<file path="config.mk">
export PLATFORM = sky130hd
export DESIGN_NAME = mlrr_ctrl
export DESIGN_NICKNAME = d
export VERILOG_FILES = /design/src/hdl/mlrr_pkg.sv /design/src/hdl/mlrr_ctrl.sv
export SDC_FILE = /design/constraint.sdc
export NUM_CORES = 1
export LEC_CHECK = 0
export BUFFER_PORTS_ARGS = -buffer_cell sky130_fd_sc_hd__buf_2
export CAP_MARGIN = 20
export CELL_PAD_IN_SITES_DETAIL_PLACEMENT = 2
export CELL_PAD_IN_SITES_GLOBAL_PLACEMENT = 2
export CORE_MARGIN = 2
export CORE_UTILIZATION = 21
export CTS_BUF_LIST = sky130_fd_sc_hd__clkbuf_8
export DETAILED_ROUTE_END_ITERATION = 10
export PLACE_DENSITY_LB_ADDON = 0.1
export SETUP_SLACK_MARGIN = 0.15
export SYNTH_ARGS = -nofsm -noshare
export SYNTH_HDL_FRONTEND = slang
export SYNTH_SLANG_ARGS = --single-unit
</file>
<file path="constraint.sdc">
create_clock -name i_clk -period 1.94 [get_ports i_clk]
set_input_delay 0.388 -clock i_clk [delete_from_list [all_inputs] [get_ports i_clk]]
set_output_delay 0.388 -clock i_clk [all_outputs]
set_load 0.05 [all_outputs]
</file>
<file path="src/hdl/mlrr_pkg.sv">
package mlrr_pkg;

    localparam int MAX_EXPERTS_DEF  = 256;
    localparam int MAX_ADAPTERS_DEF = 16;
    localparam int ROW_BITS_DEF     = 24;

    // Item kinds
    typedef enum logic [1:0] {
        FUNC_START = 2'd0,
        FUNC_LOAD  = 2'd1,
        FUNC_ROUTE = 2'd2,
        FUNC_READ  = 2'd3
    } t_func;

    // Configuration register indexes
    localparam logic [1:0] CFG_NUM_EXPERTS = 2'd0;
    localparam logic [1:0] CFG_NUM_LORAS   = 2'd1;
    localparam logic [1:0] CFG_ADAPTER_MSK = 2'd2;
    localparam logic [1:0] CFG_NUM_ROWS    = 2'd3;

    typedef enum logic [3:0] {
        ST_CLEAR,
        ST_IDLE,
        ST_SKIP_RD,
        ST_SKIP_CHK,
        ST_ROUTE_RD,
        ST_ROUTE_WR,
        ST_READ_RD,
        ST_READ_WAIT,
        ST_OUT
    } t_state;

    // Controller -> datapath commands
    typedef struct packed {
        logic capture;     // register the input item
        logic clr_start;   // begin histogram clear sweep, reset cursors
        logic clr_step;    // write one zero entry
        logic load;        // apply load item
        logic tbl_rd;      // read group_table at current_expert
        logic skip_apply;  // take table data into rows_left / skip expert
        logic route_rd;    // issue histogram read for routed row
        logic route_fin;   // finish routed row, write histogram, set result
        logic read_rd;     // issue histogram read for query
        logic read_fin;    // latch query result
        logic norows;      // route with no row available: sentinel result
        logic out_load;    // present result
    } t_cmd;

    // Datapath -> controller status
    typedef struct packed {
        logic clr_last;
        logic func_route;
        logic func_read;
        logic func_start;
        logic in_limit;     // rows_seen < num_rows
        logic need_skip;    // rows_left==0 and an expert remains
        logic out_busy;
    } t_stat;

endpackage

</file>
<file path="src/hdl/mlrr_ctrl.sv">
module mlrr_ctrl (
    input  logic            i_clk,
    input  logic            i_rst_n,
    input  logic            i_valid,
    output logic            o_stall,
    input  mlrr_pkg::t_stat i_stat,
    output mlrr_pkg::t_cmd  o_cmd
);

    mlrr_pkg::t_state r_state, n_state;

    always_ff @(posedge i_clk) begin
        if (!i_rst_n) begin
            r_state <= mlrr_pkg::ST_CLEAR;
        end else begin
            r_state <= n_state;
        end
    end

    // Next state
    always_comb begin
        n_state = r_state;
        unique case (r_state)
            mlrr_pkg::ST_CLEAR: begin
                if (i_stat.clr_last) n_state = mlrr_pkg::ST_IDLE;
            end
            mlrr_pkg::ST_IDLE: begin
                if (i_valid) n_state = mlrr_pkg::ST_SKIP_CHK;
            end
            mlrr_pkg::ST_SKIP_CHK: begin
                if (i_stat.func_start) n_state = mlrr_pkg::ST_CLEAR;
                else if (i_stat.func_read) n_state = mlrr_pkg::ST_READ_RD;
                else if (!i_stat.func_route) n_state = mlrr_pkg::ST_IDLE;
                else if (!i_stat.in_limit) n_state = mlrr_pkg::ST_OUT;
                else if (i_stat.need_skip) n_state = mlrr_pkg::ST_SKIP_RD;
                else n_state = mlrr_pkg::ST_ROUTE_RD;
            end
            mlrr_pkg::ST_SKIP_RD:   n_state = mlrr_pkg::ST_SKIP_CHK;
            mlrr_pkg::ST_ROUTE_RD:  n_state = mlrr_pkg::ST_ROUTE_WR;
            mlrr_pkg::ST_ROUTE_WR:  n_state = mlrr_pkg::ST_OUT;
            mlrr_pkg::ST_READ_RD:   n_state = mlrr_pkg::ST_READ_WAIT;
            mlrr_pkg::ST_READ_WAIT: n_state = mlrr_pkg::ST_OUT;
            mlrr_pkg::ST_OUT: begin
                if (!i_stat.out_busy) n_state = mlrr_pkg::ST_IDLE;
            end
            default: n_state = mlrr_pkg::ST_IDLE;
        endcase
    end

    // Outputs
    always_comb begin
        o_cmd   = '0;
        o_stall = 1'b1;
        unique case (r_state)
            mlrr_pkg::ST_CLEAR: o_cmd.clr_step = 1'b1;
            mlrr_pkg::ST_IDLE: begin
                o_stall       = 1'b0;
                o_cmd.capture = i_valid;
            end
            mlrr_pkg::ST_SKIP_CHK: begin
                if (i_stat.func_start) o_cmd.clr_start = 1'b1;
                else if (!i_stat.func_route && !i_stat.func_read) o_cmd.load = 1'b1;
                else if (i_stat.func_route && !i_stat.in_limit) o_cmd.norows = 1'b1;
                else if (i_stat.func_route && i_stat.need_skip) o_cmd.tbl_rd = 1'b1;
                else if (i_stat.func_route) o_cmd.route_rd = 1'b1;
            end
            mlrr_pkg::ST_SKIP_RD:   o_cmd.skip_apply = 1'b1;
            mlrr_pkg::ST_ROUTE_WR:  o_cmd.route_fin  = 1'b1;
            mlrr_pkg::ST_READ_RD:   o_cmd.read_rd    = 1'b1;
            mlrr_pkg::ST_READ_WAIT: o_cmd.read_fin   = 1'b1;
            mlrr_pkg::ST_OUT: begin
                o_cmd.out_load = !i_stat.out_busy;
            end
            default: o_cmd = '0;
        endcase
    end

endmodule

</file>
==> results of run 1 <==
## metal layers
layer | track usage (%) | wire, um | vias up
met1 | 17.1 | 615 | 251
met3 | 8.08 | 106 | 0
met5 | 0 | 0 | -
li1 | - | - | 264
met2 | 27.4 | 944 | 20
met4 | 3.33 | 0 | 0
## power breakdown
group / internal [uW] / switching (uW) / total (uW) / leakage (uW)
clock: 133 / 53.2 / 186 / 0.0000216
combinational: 40.8 / 56.8 / 97.6 / 0.000334
sequential: 83.1 / 6.91 / 90.0 / 0.0000352
## how the worst max path moves through the flow
stage | from | to | slack [ps] | cells past startpoint
global route | r_state[1]$_SDFFE_PN0P_ | o_cmd[11] | 20 | 4
finish | r_state[1]$_SDFFE_PN0P_ | o_cmd[11] | 50 | 4
floorplan | r_state[0]$_SDFFE_PN0P_ | r_state[0]$_SDFFE_PN0P_ | 5 | 4
global placement | r_state[1]$_SDFFE_PN0P_ | o_cmd[11] | 110 | 4
CTS | r_state[1]$_SDFFE_PN0P_ | o_cmd[11] | 50 | 4
detailed placement | r_state[1]$_SDFFE_PN0P_ | o_cmd[11] | 110 | 4
## worst reg2reg max path, stage by stage, from the launching register on
cell and delay, ps:
dfxtp_4 360, nand4bb_4 230, buf_4 170, or3_1 370
a2111oi_2 320
## logic make-up after synthesis
group / Yosys count / share of synthesized area [%]
buffers and inverters: 11 / 13.2
flip-flops: 4 / 20.6
AO/OA/AOI/OAI: 11 / 21.5
AND/OR/NAND/NOR: 27 / 44.7
## cell usage after synthesis, types with 2 or more instances
master	number
nor2_1	7
or4_1	2
a211oi_1	2
dfxtp_1	4
o21ai_0	2
buf_2	2
inv_1	7
nand2b_1	4
nor3_1	4
nand2_1	2
## cell type report
cell class | instances | area (um2)
clock buffer | 3 | 41.3
fill | 205 | 910
inverter | 7 | 26.3
multi-input combinational | 38 | 339
sequential | 4 | 92.6
tap | 25 | 31.3
timing repair buffer | 38 | 287
## per-stage QoR
step / setup WS [ps] / total power [uW]
finish: 50.4 / 374
global route: 19.6 / 396
CTS: 48.1 / 359
detailed placement: 112 / 171
global placement: 106 / 170
floorplan: 5.38 / 149
## what timing repair did
action | in CTS | in global routing
endpoints found under the setup margin | 8 | 9
buffers inserted | 5 | 6
pin swaps | 3 | 1
gates resized for setup | 21 | 11
hold buffers | 0 | 0
==> impl_metrics.csv, run 1 <==
group,metric,value,unit
outcome,status,"finished, final reports clean",
global_routing,track_usage,15.7,%
synth,ys_warn_count,0,
timing,hold_viol,0,
run,maxCapViolCount,0,
synth,avgSynthCellArea,7.34,um2
hold_path,hp-class,"primary input to flop",
setup_path,cpMaxStageDelayCell,"or4b_4",
cells_and_area,mostFrequentLayoutCell,"buf_4",
floorplanning,floorplan.initialDensity,22.5,%
setup_path,rr_endpoint,"r_state[1]$_SDFFE_PN0P_",
floorplanning,die_y,47.0,um
synth,synth-seq-cells,4,
timing,min_period_over_period,97.4,%
timing,setup-tns-final,0,ps
synth,syn_nets,63,
synth,yosys-top-cells-area,"dfxtp_1 (21%), nand4bb_4 (7.1%), inv_1 (6.8%)",
cells_and_area,drive_above_1_share,66.7,%
timing,min_period,1890,ps
routing,routedWlPerCell,14.5,um
routing,first_pass_iters,3,
cells_and_area,top_register,"r_state",
timing,tightest_slew,311,ps
pwr,powerDensity,458,mW/mm2
synth,synthArstFlopShare,0,%
setup_path,crit_type,"flop to output port",
setup_path,path_buf_inv,2,
clocking,cts_buffer_depth,2,
routing,via_per_inst,4.65,
global_routing,grt_start_max_net_pins,12,
place,placed_cells_incl_taps,101,
cells_and_area,diodes,0,
cells_and_area,fin_cells,115,
global_routing,grt_pass1_wl,2340,um
setup_path,reg2regPathDepth,4,
routing,drtAntennaViolNets,0,
floorplanning,core,0.00173,mm2
synth,ys.flop_type,"dfxtp_1",
cells_and_area,fin_nets,102,
clocking,cts_root_buffer,"clkbuf_8",
hold_path,hold_depth,2,
routing,drt_wl_total,1670,um
clocking,cts_buffers,3,
clocking,cts_sinks,4,
cells_and_area,layout_common_cells,"buf_4 (16), buf_2 (13), inv_1 (6)",
place,gp_routability_congestion,0.674,
setup_path,setup.worst_path.end_class,"output port",
synth,synth_area_leader_cell,"dfxtp_1",
synth,synth.distinct_cells,27,
floorplanning,io_pins,23,
synth,synthesis.area,389,um2
synth,synthCells,53,
setup_path,cp_slowest_stage_delay,550,ps
setup_path,required,1550,ps
timing,slew_violations,0,
routing,drtIter0Drc,2,
cells_and_area,design_area,817,um2
setup_path,timing.rr.start,"r_state[3]$_SDFFE_PN0P_",
clocking,cts_tree,"done",
routing,vias,535,
timing,finalSetupViolations,0,
floorplanning,die_x,47.0,um
floorplanning,dieArea,0.00221,mm2
setup_path,worstPathCellList,"buf_6 -> or4b_4 -> nor2_4 -> buf_8",
timing,maxSlewHeadroom,79.3,%
routing,drc,0,
clocking,clk_pin_slew_worst_paths,30,ps
hold_path,hold_start,"i_rst_n",
place,placed_area,599,um2
global_routing,grt_overflow,0,
pwr,ir_worst_vdd,464,uV
timing,rsz0062_at_grt,"true",
global_routing,antenna_found_initial,0,
setup_path,critPathLaunchType,"flop",
setup_path,r2r_setup_slack,390,ps
pwr,p_leak,0.000390,uW
cells_and_area,largest_register_ffs,4,
global_routing,grt_pass1_vias,530,
cells_and_area,reg_top3,"r_state: 4 flops",
setup_path,cp_top_family,"simple AND/OR/NAND/NOR gates",
synth,synth-edff-count,0,
timing,skew,2.11,ps
timing,hold_ws,384,ps
synth,ys_seq_area_share,20.6,%
floorplanning,std_cell_rows,15,
synth,synth.top_cell.area_share,20.6,%
place,hpwl,1070,um
cells_and_area,utilization,47.3,%
setup_path,critPathMaxFanout,4,
cells_and_area,syn2layout_area_growth,110,%
setup_path,worstPathArrival,1500,ps
hold_path,min_to,"r_state[2]$_SDFFE_PN0P_",
clocking,clk_latency,220,ps
timing,fmax,0.529,GHz
clocking,htreeDepth,1,
place,io_buffers,22,
(Power assumes the default switching activity.)
==> run 2, diff against run 1 <==
--- a/config.mk
+++ b/config.mk
@@ -5,14 +5,13 @@
 export SDC_FILE = /design/constraint.sdc
 export NUM_CORES = 1
 export LEC_CHECK = 0
+export ABC_AREA = 1
 export BUFFER_PORTS_ARGS = -buffer_cell sky130_fd_sc_hd__buf_2
 export CAP_MARGIN = 20
-export CELL_PAD_IN_SITES_DETAIL_PLACEMENT = 2
-export CELL_PAD_IN_SITES_GLOBAL_PLACEMENT = 2
-export CORE_MARGIN = 2
-export CORE_UTILIZATION = 21
+export CORE_AREA = 2 2 39 41
 export CTS_BUF_LIST = sky130_fd_sc_hd__clkbuf_8
 export DETAILED_ROUTE_END_ITERATION = 10
+export DIE_AREA = 0 0 41 43
 export PLACE_DENSITY_LB_ADDON = 0.1
 export SETUP_SLACK_MARGIN = 0.15
 export SYNTH_ARGS = -nofsm -noshare
==> impl_metrics.csv, run 2 <==
group,metric,value,unit
outcome,status,"finished, final reports clean",
routing,drc,0,
synth,avgSynthCellArea,5.52,um2
global_routing,grt_pass1_vias,426,
synth,synth.distinct_cells,17,
place,placed_area,546,um2
timing,hold_viol,0,
pwr,p_leak,0.000337,uW
cells_and_area,layout_common_cells,"buf_2 (17), nor2_1 (16), nand2_1 (14)",
floorplanning,die_y,43,um
floorplanning,std_cell_rows,14,
hold_path,hp-class,"primary input to flop",
cells_and_area,diodes,0,
setup_path,setup.worst_path.end_class,"output port",
global_routing,track_usage,13.7,%
clocking,cts_hold_buf,0,
synth,synthArstFlopShare,0,%
synth,synthCells,71,
routing,vias,488,
cells_and_area,reg_top3,"r_state: 4 flops",
setup_path,required,1550,ps
setup_path,critPathLaunchType,"flop",
floorplanning,io_pins,23,
synth,synth-edff-count,0,
setup_path,r2r_setup_slack,810,ps
timing,slew_violations,0,
setup_path,worstPathArrival,1290,ps
timing,tightest_slew,248,ps
clocking,cts_sinks,4,
floorplanning,dieArea,0.00176,mm2
routing,via_per_inst,4.36,
global_routing,antenna_found_initial,0,
pwr,powerDensity,637,mW/mm2
routing,drtAntennaViolNets,0,
cells_and_area,largest_register_ffs,4,
clocking,clk_latency,210,ps
cells_and_area,mostFrequentLayoutCell,"buf_2",
cells_and_area,drive_above_1_share,42.7,%
cells_and_area,design_area,602,um2
synth,synth.most_common_cell,"nor2_1",
cells_and_area,fin_nets,108,
pwr,ir_worst_vdd,686,uV
synth,ys_warn_count,0,
routing,first_pass_iters,4,
floorplanning,die_x,41,um
synth,ys_seq_area_share,20.4,%
timing,skew,2.91,ps
floorplanning,floorplan.initialDensity,28.3,%
routing,drt_wl_total,928,um
place,placed_cells_incl_taps,109,
synth,ys.flop_type,"dfxtp_1",
global_routing,grt_overflow,0,
synth,synthTopCellsByCount,"nor2_1 (17), inv_1 (14), nand2_1 (14), nand3_1 (6), dfxtp_1 (4)",
clocking,cts_root_buffer,"clkbuf_8",
clocking,cts_buffers,3,
synth,synthesis.area,392,um2
cells_and_area,syn2layout_area_growth,53.7,%
setup_path,critPathMaxFanout,6,
place,io_buffers,22,
timing,maxSlewHeadroom,83.6,%
synth,yosys-top-cells-area,"dfxtp_1 (20%), nor2_1 (16%), inv_1 (13%)",
place,hpwl,801,um
synth,synth_area_leader_cell,"dfxtp_1",
timing,finalSetupViolations,0,
routing,drtIter0Drc,9,
global_routing,grt_pass1_wl,1660,um
pwr,finalPower,383,uW
run,maxCapViolCount,0,
clocking,htreeDepth,1,
timing,fmax,0.596,GHz
timing,min_period_over_period,86.5,%
synth,syn_nets,81,
timing,min_period,1680,ps
global_routing,grt_start_max_net_pins,7,
synth,synth.top_cell.area_share,20.4,%
cells_and_area,top_register,"r_state",
floorplanning,core,0.00138,mm2
synth,synth-seq-cells,4,
setup_path,crit_type,"flop to output port",
clocking,cts_buffer_depth,2,
clocking,cts_tree,"done",
clocking,clk_pin_slew_worst_paths,30,ps
routing,routedWlPerCell,8.29,um
place,gp_routability_congestion,0.734,
timing,rsz0062_at_grt,"false",
cells_and_area,fin_cells,112,
timing,setup-tns-final,0,ps
==> run 2: cell count changes after synthesis, sizes merged, moves of 2 or more <==
cell    change
a211oi      -2
buf         -3
inv         +8
nand2      +15
nand2b      -4
nand3       +6
nor2       +14
nor3        -2
o21ai       -2
or4         -2
==> run 2: final cells by class <==
class	instances	area, um2
Clock buffer	3	41.3
Timing Repair Buffer	22	123
Multi-Input combinational cell	52	279
Inverter	15	56.3
Tap cell	16	20.0
Sequential cell	4	82.6
Fill cell	161	782
==> run 2: path summary, 6_finish.rpt <==
check        depth (start not counted)                 endpoint                     from
min                                  3  r_state[3]$_SDFFE_PN0P_                  i_rst_n
max                                  4                o_cmd[11]  r_state[2]$_SDFFE_PN0P_
min reg2reg                          2  r_state[0]$_SDFFE_PN0P_  r_state[0]$_SDFFE_PN0P_
max reg2reg                          7  r_state[1]$_SDFFE_PN0P_  r_state[2]$_SDFFE_PN0P_
==> run 2: layer usage <==
metal | share of wire, % | vias to the layer above | GRT usage (%)
met5 | 0 | - | 0
met4 | 0 | 0 | 4.00
met3 | 8.0 | 0 | 4.71
met2 | 43 | 17 | 18.8
met1 | 49 | 205 | 19.6
li1 | - | 266 | -
==> run 2: logic make-up (layout without fill, tap and decap cells) <==
family | Yosys count | after routing | share of synthesized area, %
DFF | 4 | 4 | 20.4
AOI/OAI and AO/OA | 3 | 3 | 5.11
and+or+nand+nor | 49 | 49 | 60.1
buffers and inverters | 15 | 40 | 14.4
==> run 2: report_power, final <==
group          total (uW)  internal, uW  switching, uW
clock                 170           132           37.8
sequential           97.2          88.6           8.56
combinational         117          33.3           83.2
==> run 2: worst max-delay path: stages (launching register included) <==
cell     delay (ps)
dfxtp_1         350
nor2_1          210
nand2_1         170
nor2_4          100
buf_2           260
==> run 2: through the flow <==
stage | setup slack, ps | hold WS (ps) | util, %
4_1_cts | 160 | 384 | 42.6
6_report | 263 | 383 | 43.5
3_5_place_dp | 355 | 597 | 39.4
2_1_floorplan | 112 | 486 | -
5_1_grt | 159 | 394 | 43.5
3_3_place_gp | 363 | 585 | 39.4
==> run 2: timing repair <==
item,CTS,global route
resized for setup,1,8
setup endpoints to repair,1,8
gates cloned,0,0
buffers inserted,0,0
==> run 3, diff against run 2 <==
--- a/config.mk
+++ b/config.mk
@@ -5,7 +5,6 @@
 export SDC_FILE = /design/constraint.sdc
 export NUM_CORES = 1
 export LEC_CHECK = 0
-export ABC_AREA = 1
 export BUFFER_PORTS_ARGS = -buffer_cell sky130_fd_sc_hd__buf_2
 export CAP_MARGIN = 20
 export CORE_AREA = 2 2 39 41
@@ -14,6 +13,7 @@
 export DIE_AREA = 0 0 41 43
 export PLACE_DENSITY_LB_ADDON = 0.1
 export SETUP_SLACK_MARGIN = 0.15
+export SKIP_LAST_GASP = 1
 export SYNTH_ARGS = -nofsm -noshare
 export SYNTH_HDL_FRONTEND = slang
 export SYNTH_SLANG_ARGS = --single-unit
==> impl_metrics.csv, run 3 (synthesis results as in run 1) <==
group,metric,value,unit
outcome,status,"finished, final reports clean",
timing,min_period_over_period,95.3,%
global_routing,track_usage,15.5,%
clocking,cts_tree,"done",
pwr,ir_worst_vdd,264,uV
routing,drt_wl_total,1190,um
cells_and_area,multi_input_comb_area,344,um2
timing,slew_violations,0,
global_routing,grt.busiest_layer,"met2",
clocking,cts_buffer_depth,2,
floorplanning,io_pins,23,
setup_path,r2r_setup_slack,550,ps
setup_path,setup.worst_path.end_class,"output port",
cells_and_area,fin_cells,98,
routing,via_per_inst,5.08,
hold_path,hold_start,"i_rst_n",
pwr,p_leak,0.000346,uW
setup_path,timing.rr.start,"r_state[3]$_SDFFE_PN0P_",
global_routing,grt_start_max_net_pins,10,
cells_and_area,largest_register_ffs,4,
cells_and_area,diodes,0,
global_routing,grtUsageMet1,20.3,%
cells_and_area,layout_common_cells,"buf_2 (15), buf_4 (8), inv_1 (6)",
cells_and_area,utilization,54.1,%
place,placed_cells_incl_taps,91,
floorplanning,dieArea,0.00176,mm2
timing,tightest_slew,280,ps
cells_and_area,reg_top3,"r_state: 4 flops",
routing,drtAntennaViolNets,0,
floorplanning,die_y,43,um
setup_path,crit_type,"flop to output port",
hold_path,hold_depth,2,
global_routing,grt_pass1_vias,412,
routing,drc,0,
clocking,htreeDepth,1,
clocking,cts_buffers,3,
pwr,powerDensity,484,mW/mm2
timing,hold_viol,0,
global_routing,met2_usage,20.6,%
timing,skew,0.858,ps
timing,rsz0062_at_grt,"true",
timing,hold_ws,402,ps
setup_path,worstPathArrival,1460,ps
clocking,cts_root_buffer,"clkbuf_8",
run,maxCapViolCount,0,
timing,finalSetupViolations,0,
clocking,cts_sinks,4,
setup_path,critPathLaunchType,"flop",
timing,min_period,1850,ps
global_routing,grtUsageMet3,5.24,%
hold_path,min_to,"r_state[2]$_SDFFE_PN0P_",
timing,setup-tns-final,0,ps
setup_path,critPathMaxFanout,5,
routing,vias,498,
cells_and_area,top_register,"r_state",
place,hpwl,840,um
routing,drtIter0Drc,1,
cells_and_area,fill_cells,137,
global_routing,grt_overflow,0,
place,io_buffers,22,
global_routing,antenna_found_initial,0,
cells_and_area,fin_nets,94,
pwr,finalPower,362,uW
cells_and_area,syn2layout_area_growth,92.3,%
cells_and_area,mostFrequentLayoutCell,"buf_2",
global_routing,grt_pass1_wl,1770,um
setup_path,required,1550,ps
cells_and_area,drive_above_1_share,63.4,%
clocking,clk_pin_slew_worst_paths,30,ps
timing,maxSlewHeadroom,81.2,%
routing,first_pass_iters,3,
floorplanning,die_x,41,um
clocking,clk_latency,220,ps
routing,routedWlPerCell,12.1,um
floorplanning,core,0.00138,mm2
setup_path,rr_endpoint,"r_state[1]$_SDFFE_PN0P_",
place,gp_routability_congestion,0.725,
cells_and_area,seqCellArea,90.1,um2
clocking,cts_hold_buf,0,
hold_path,hp-class,"primary input to flop",
floorplanning,std_cell_rows,14,
floorplanning,floorplan.initialDensity,28.1,%
setup_path,reg2regPathDepth,3,
timing,fmax,0.541,GHz
run 3: cell count changes in the layout (fill, tap and decap cells not counted), moves of 6 or more:
cell     change
nand2_1     -12
nor2_1      -11
inv_1        -7
buf_4        +6
nand3_1      -6
run 3: worst max-delay path by stage:
stage	endpoint	start	slack, ps
after detailed placement	o_cmd[8]	r_state[3]$_SDFFE_PN0P_	160
after CTS	o_cmd[8]	r_state[2]$_SDFFE_PN0P_	100
after global routing	o_cmd[8]	r_state[3]$_SDFFE_PN0P_	40
after floorplan	r_state[0]$_SDFFE_PN0P_	r_state[0]$_SDFFE_PN0P_	5
after global placement	o_cmd[8]	i_stat[3]	160
final	o_cmd[8]	r_state[3]$_SDFFE_PN0P_	90
run 3: per-stage QoR:
stage | instance area, um2 | worst slack [ps]
finish | 748 | 91.3
CTS | 702 | 95.5
floorplan | 462 | 5.38
global route | 748 | 41.8
global placement | 581 | 163
detailed placement | 581 | 164
run 3: layout make-up:
cell class / instances / share of cell area [%]
Clock buffer: 3 / 5.52
Inverter: 7 / 3.51
Multi-Input combinational cell: 38 / 46.0
Sequential cell: 4 / 12.0
Tap cell: 16 / 2.68
Timing Repair Buffer: 30 / 30.3
run 3: what timing repair did:
item                       4_1_cts  5_1_grt
gates cloned                     0        0
pin swaps                        1        3
setup endpoints to repair        7        7
resized for setup               19        7
setup buffers                    2        2
run 3: worst max-delay path: stages (launching register included):
cell and delay, ps:
dfxtp_4 340, nand4bb_4 240, or4_4 450, inv_2 80, buf_8 140
run 3: power by group:
part	switching [uW]	internal (uW)	leakage (uW)
logic	56.1	36.4	0.000289
registers	4.78	84.1	0.0000349
clock network	48.3	133	0.0000216
run 3: per-layer routing:
| layer | wire [um] | share of wire [%] |
|---|---|---|
| met1 | 478 | 40 |
| met5 | 0 | 0 |
| met3 | 65 | 5.5 |
| met4 | 27 | 2.3 |
| met2 | 614 | 52 |
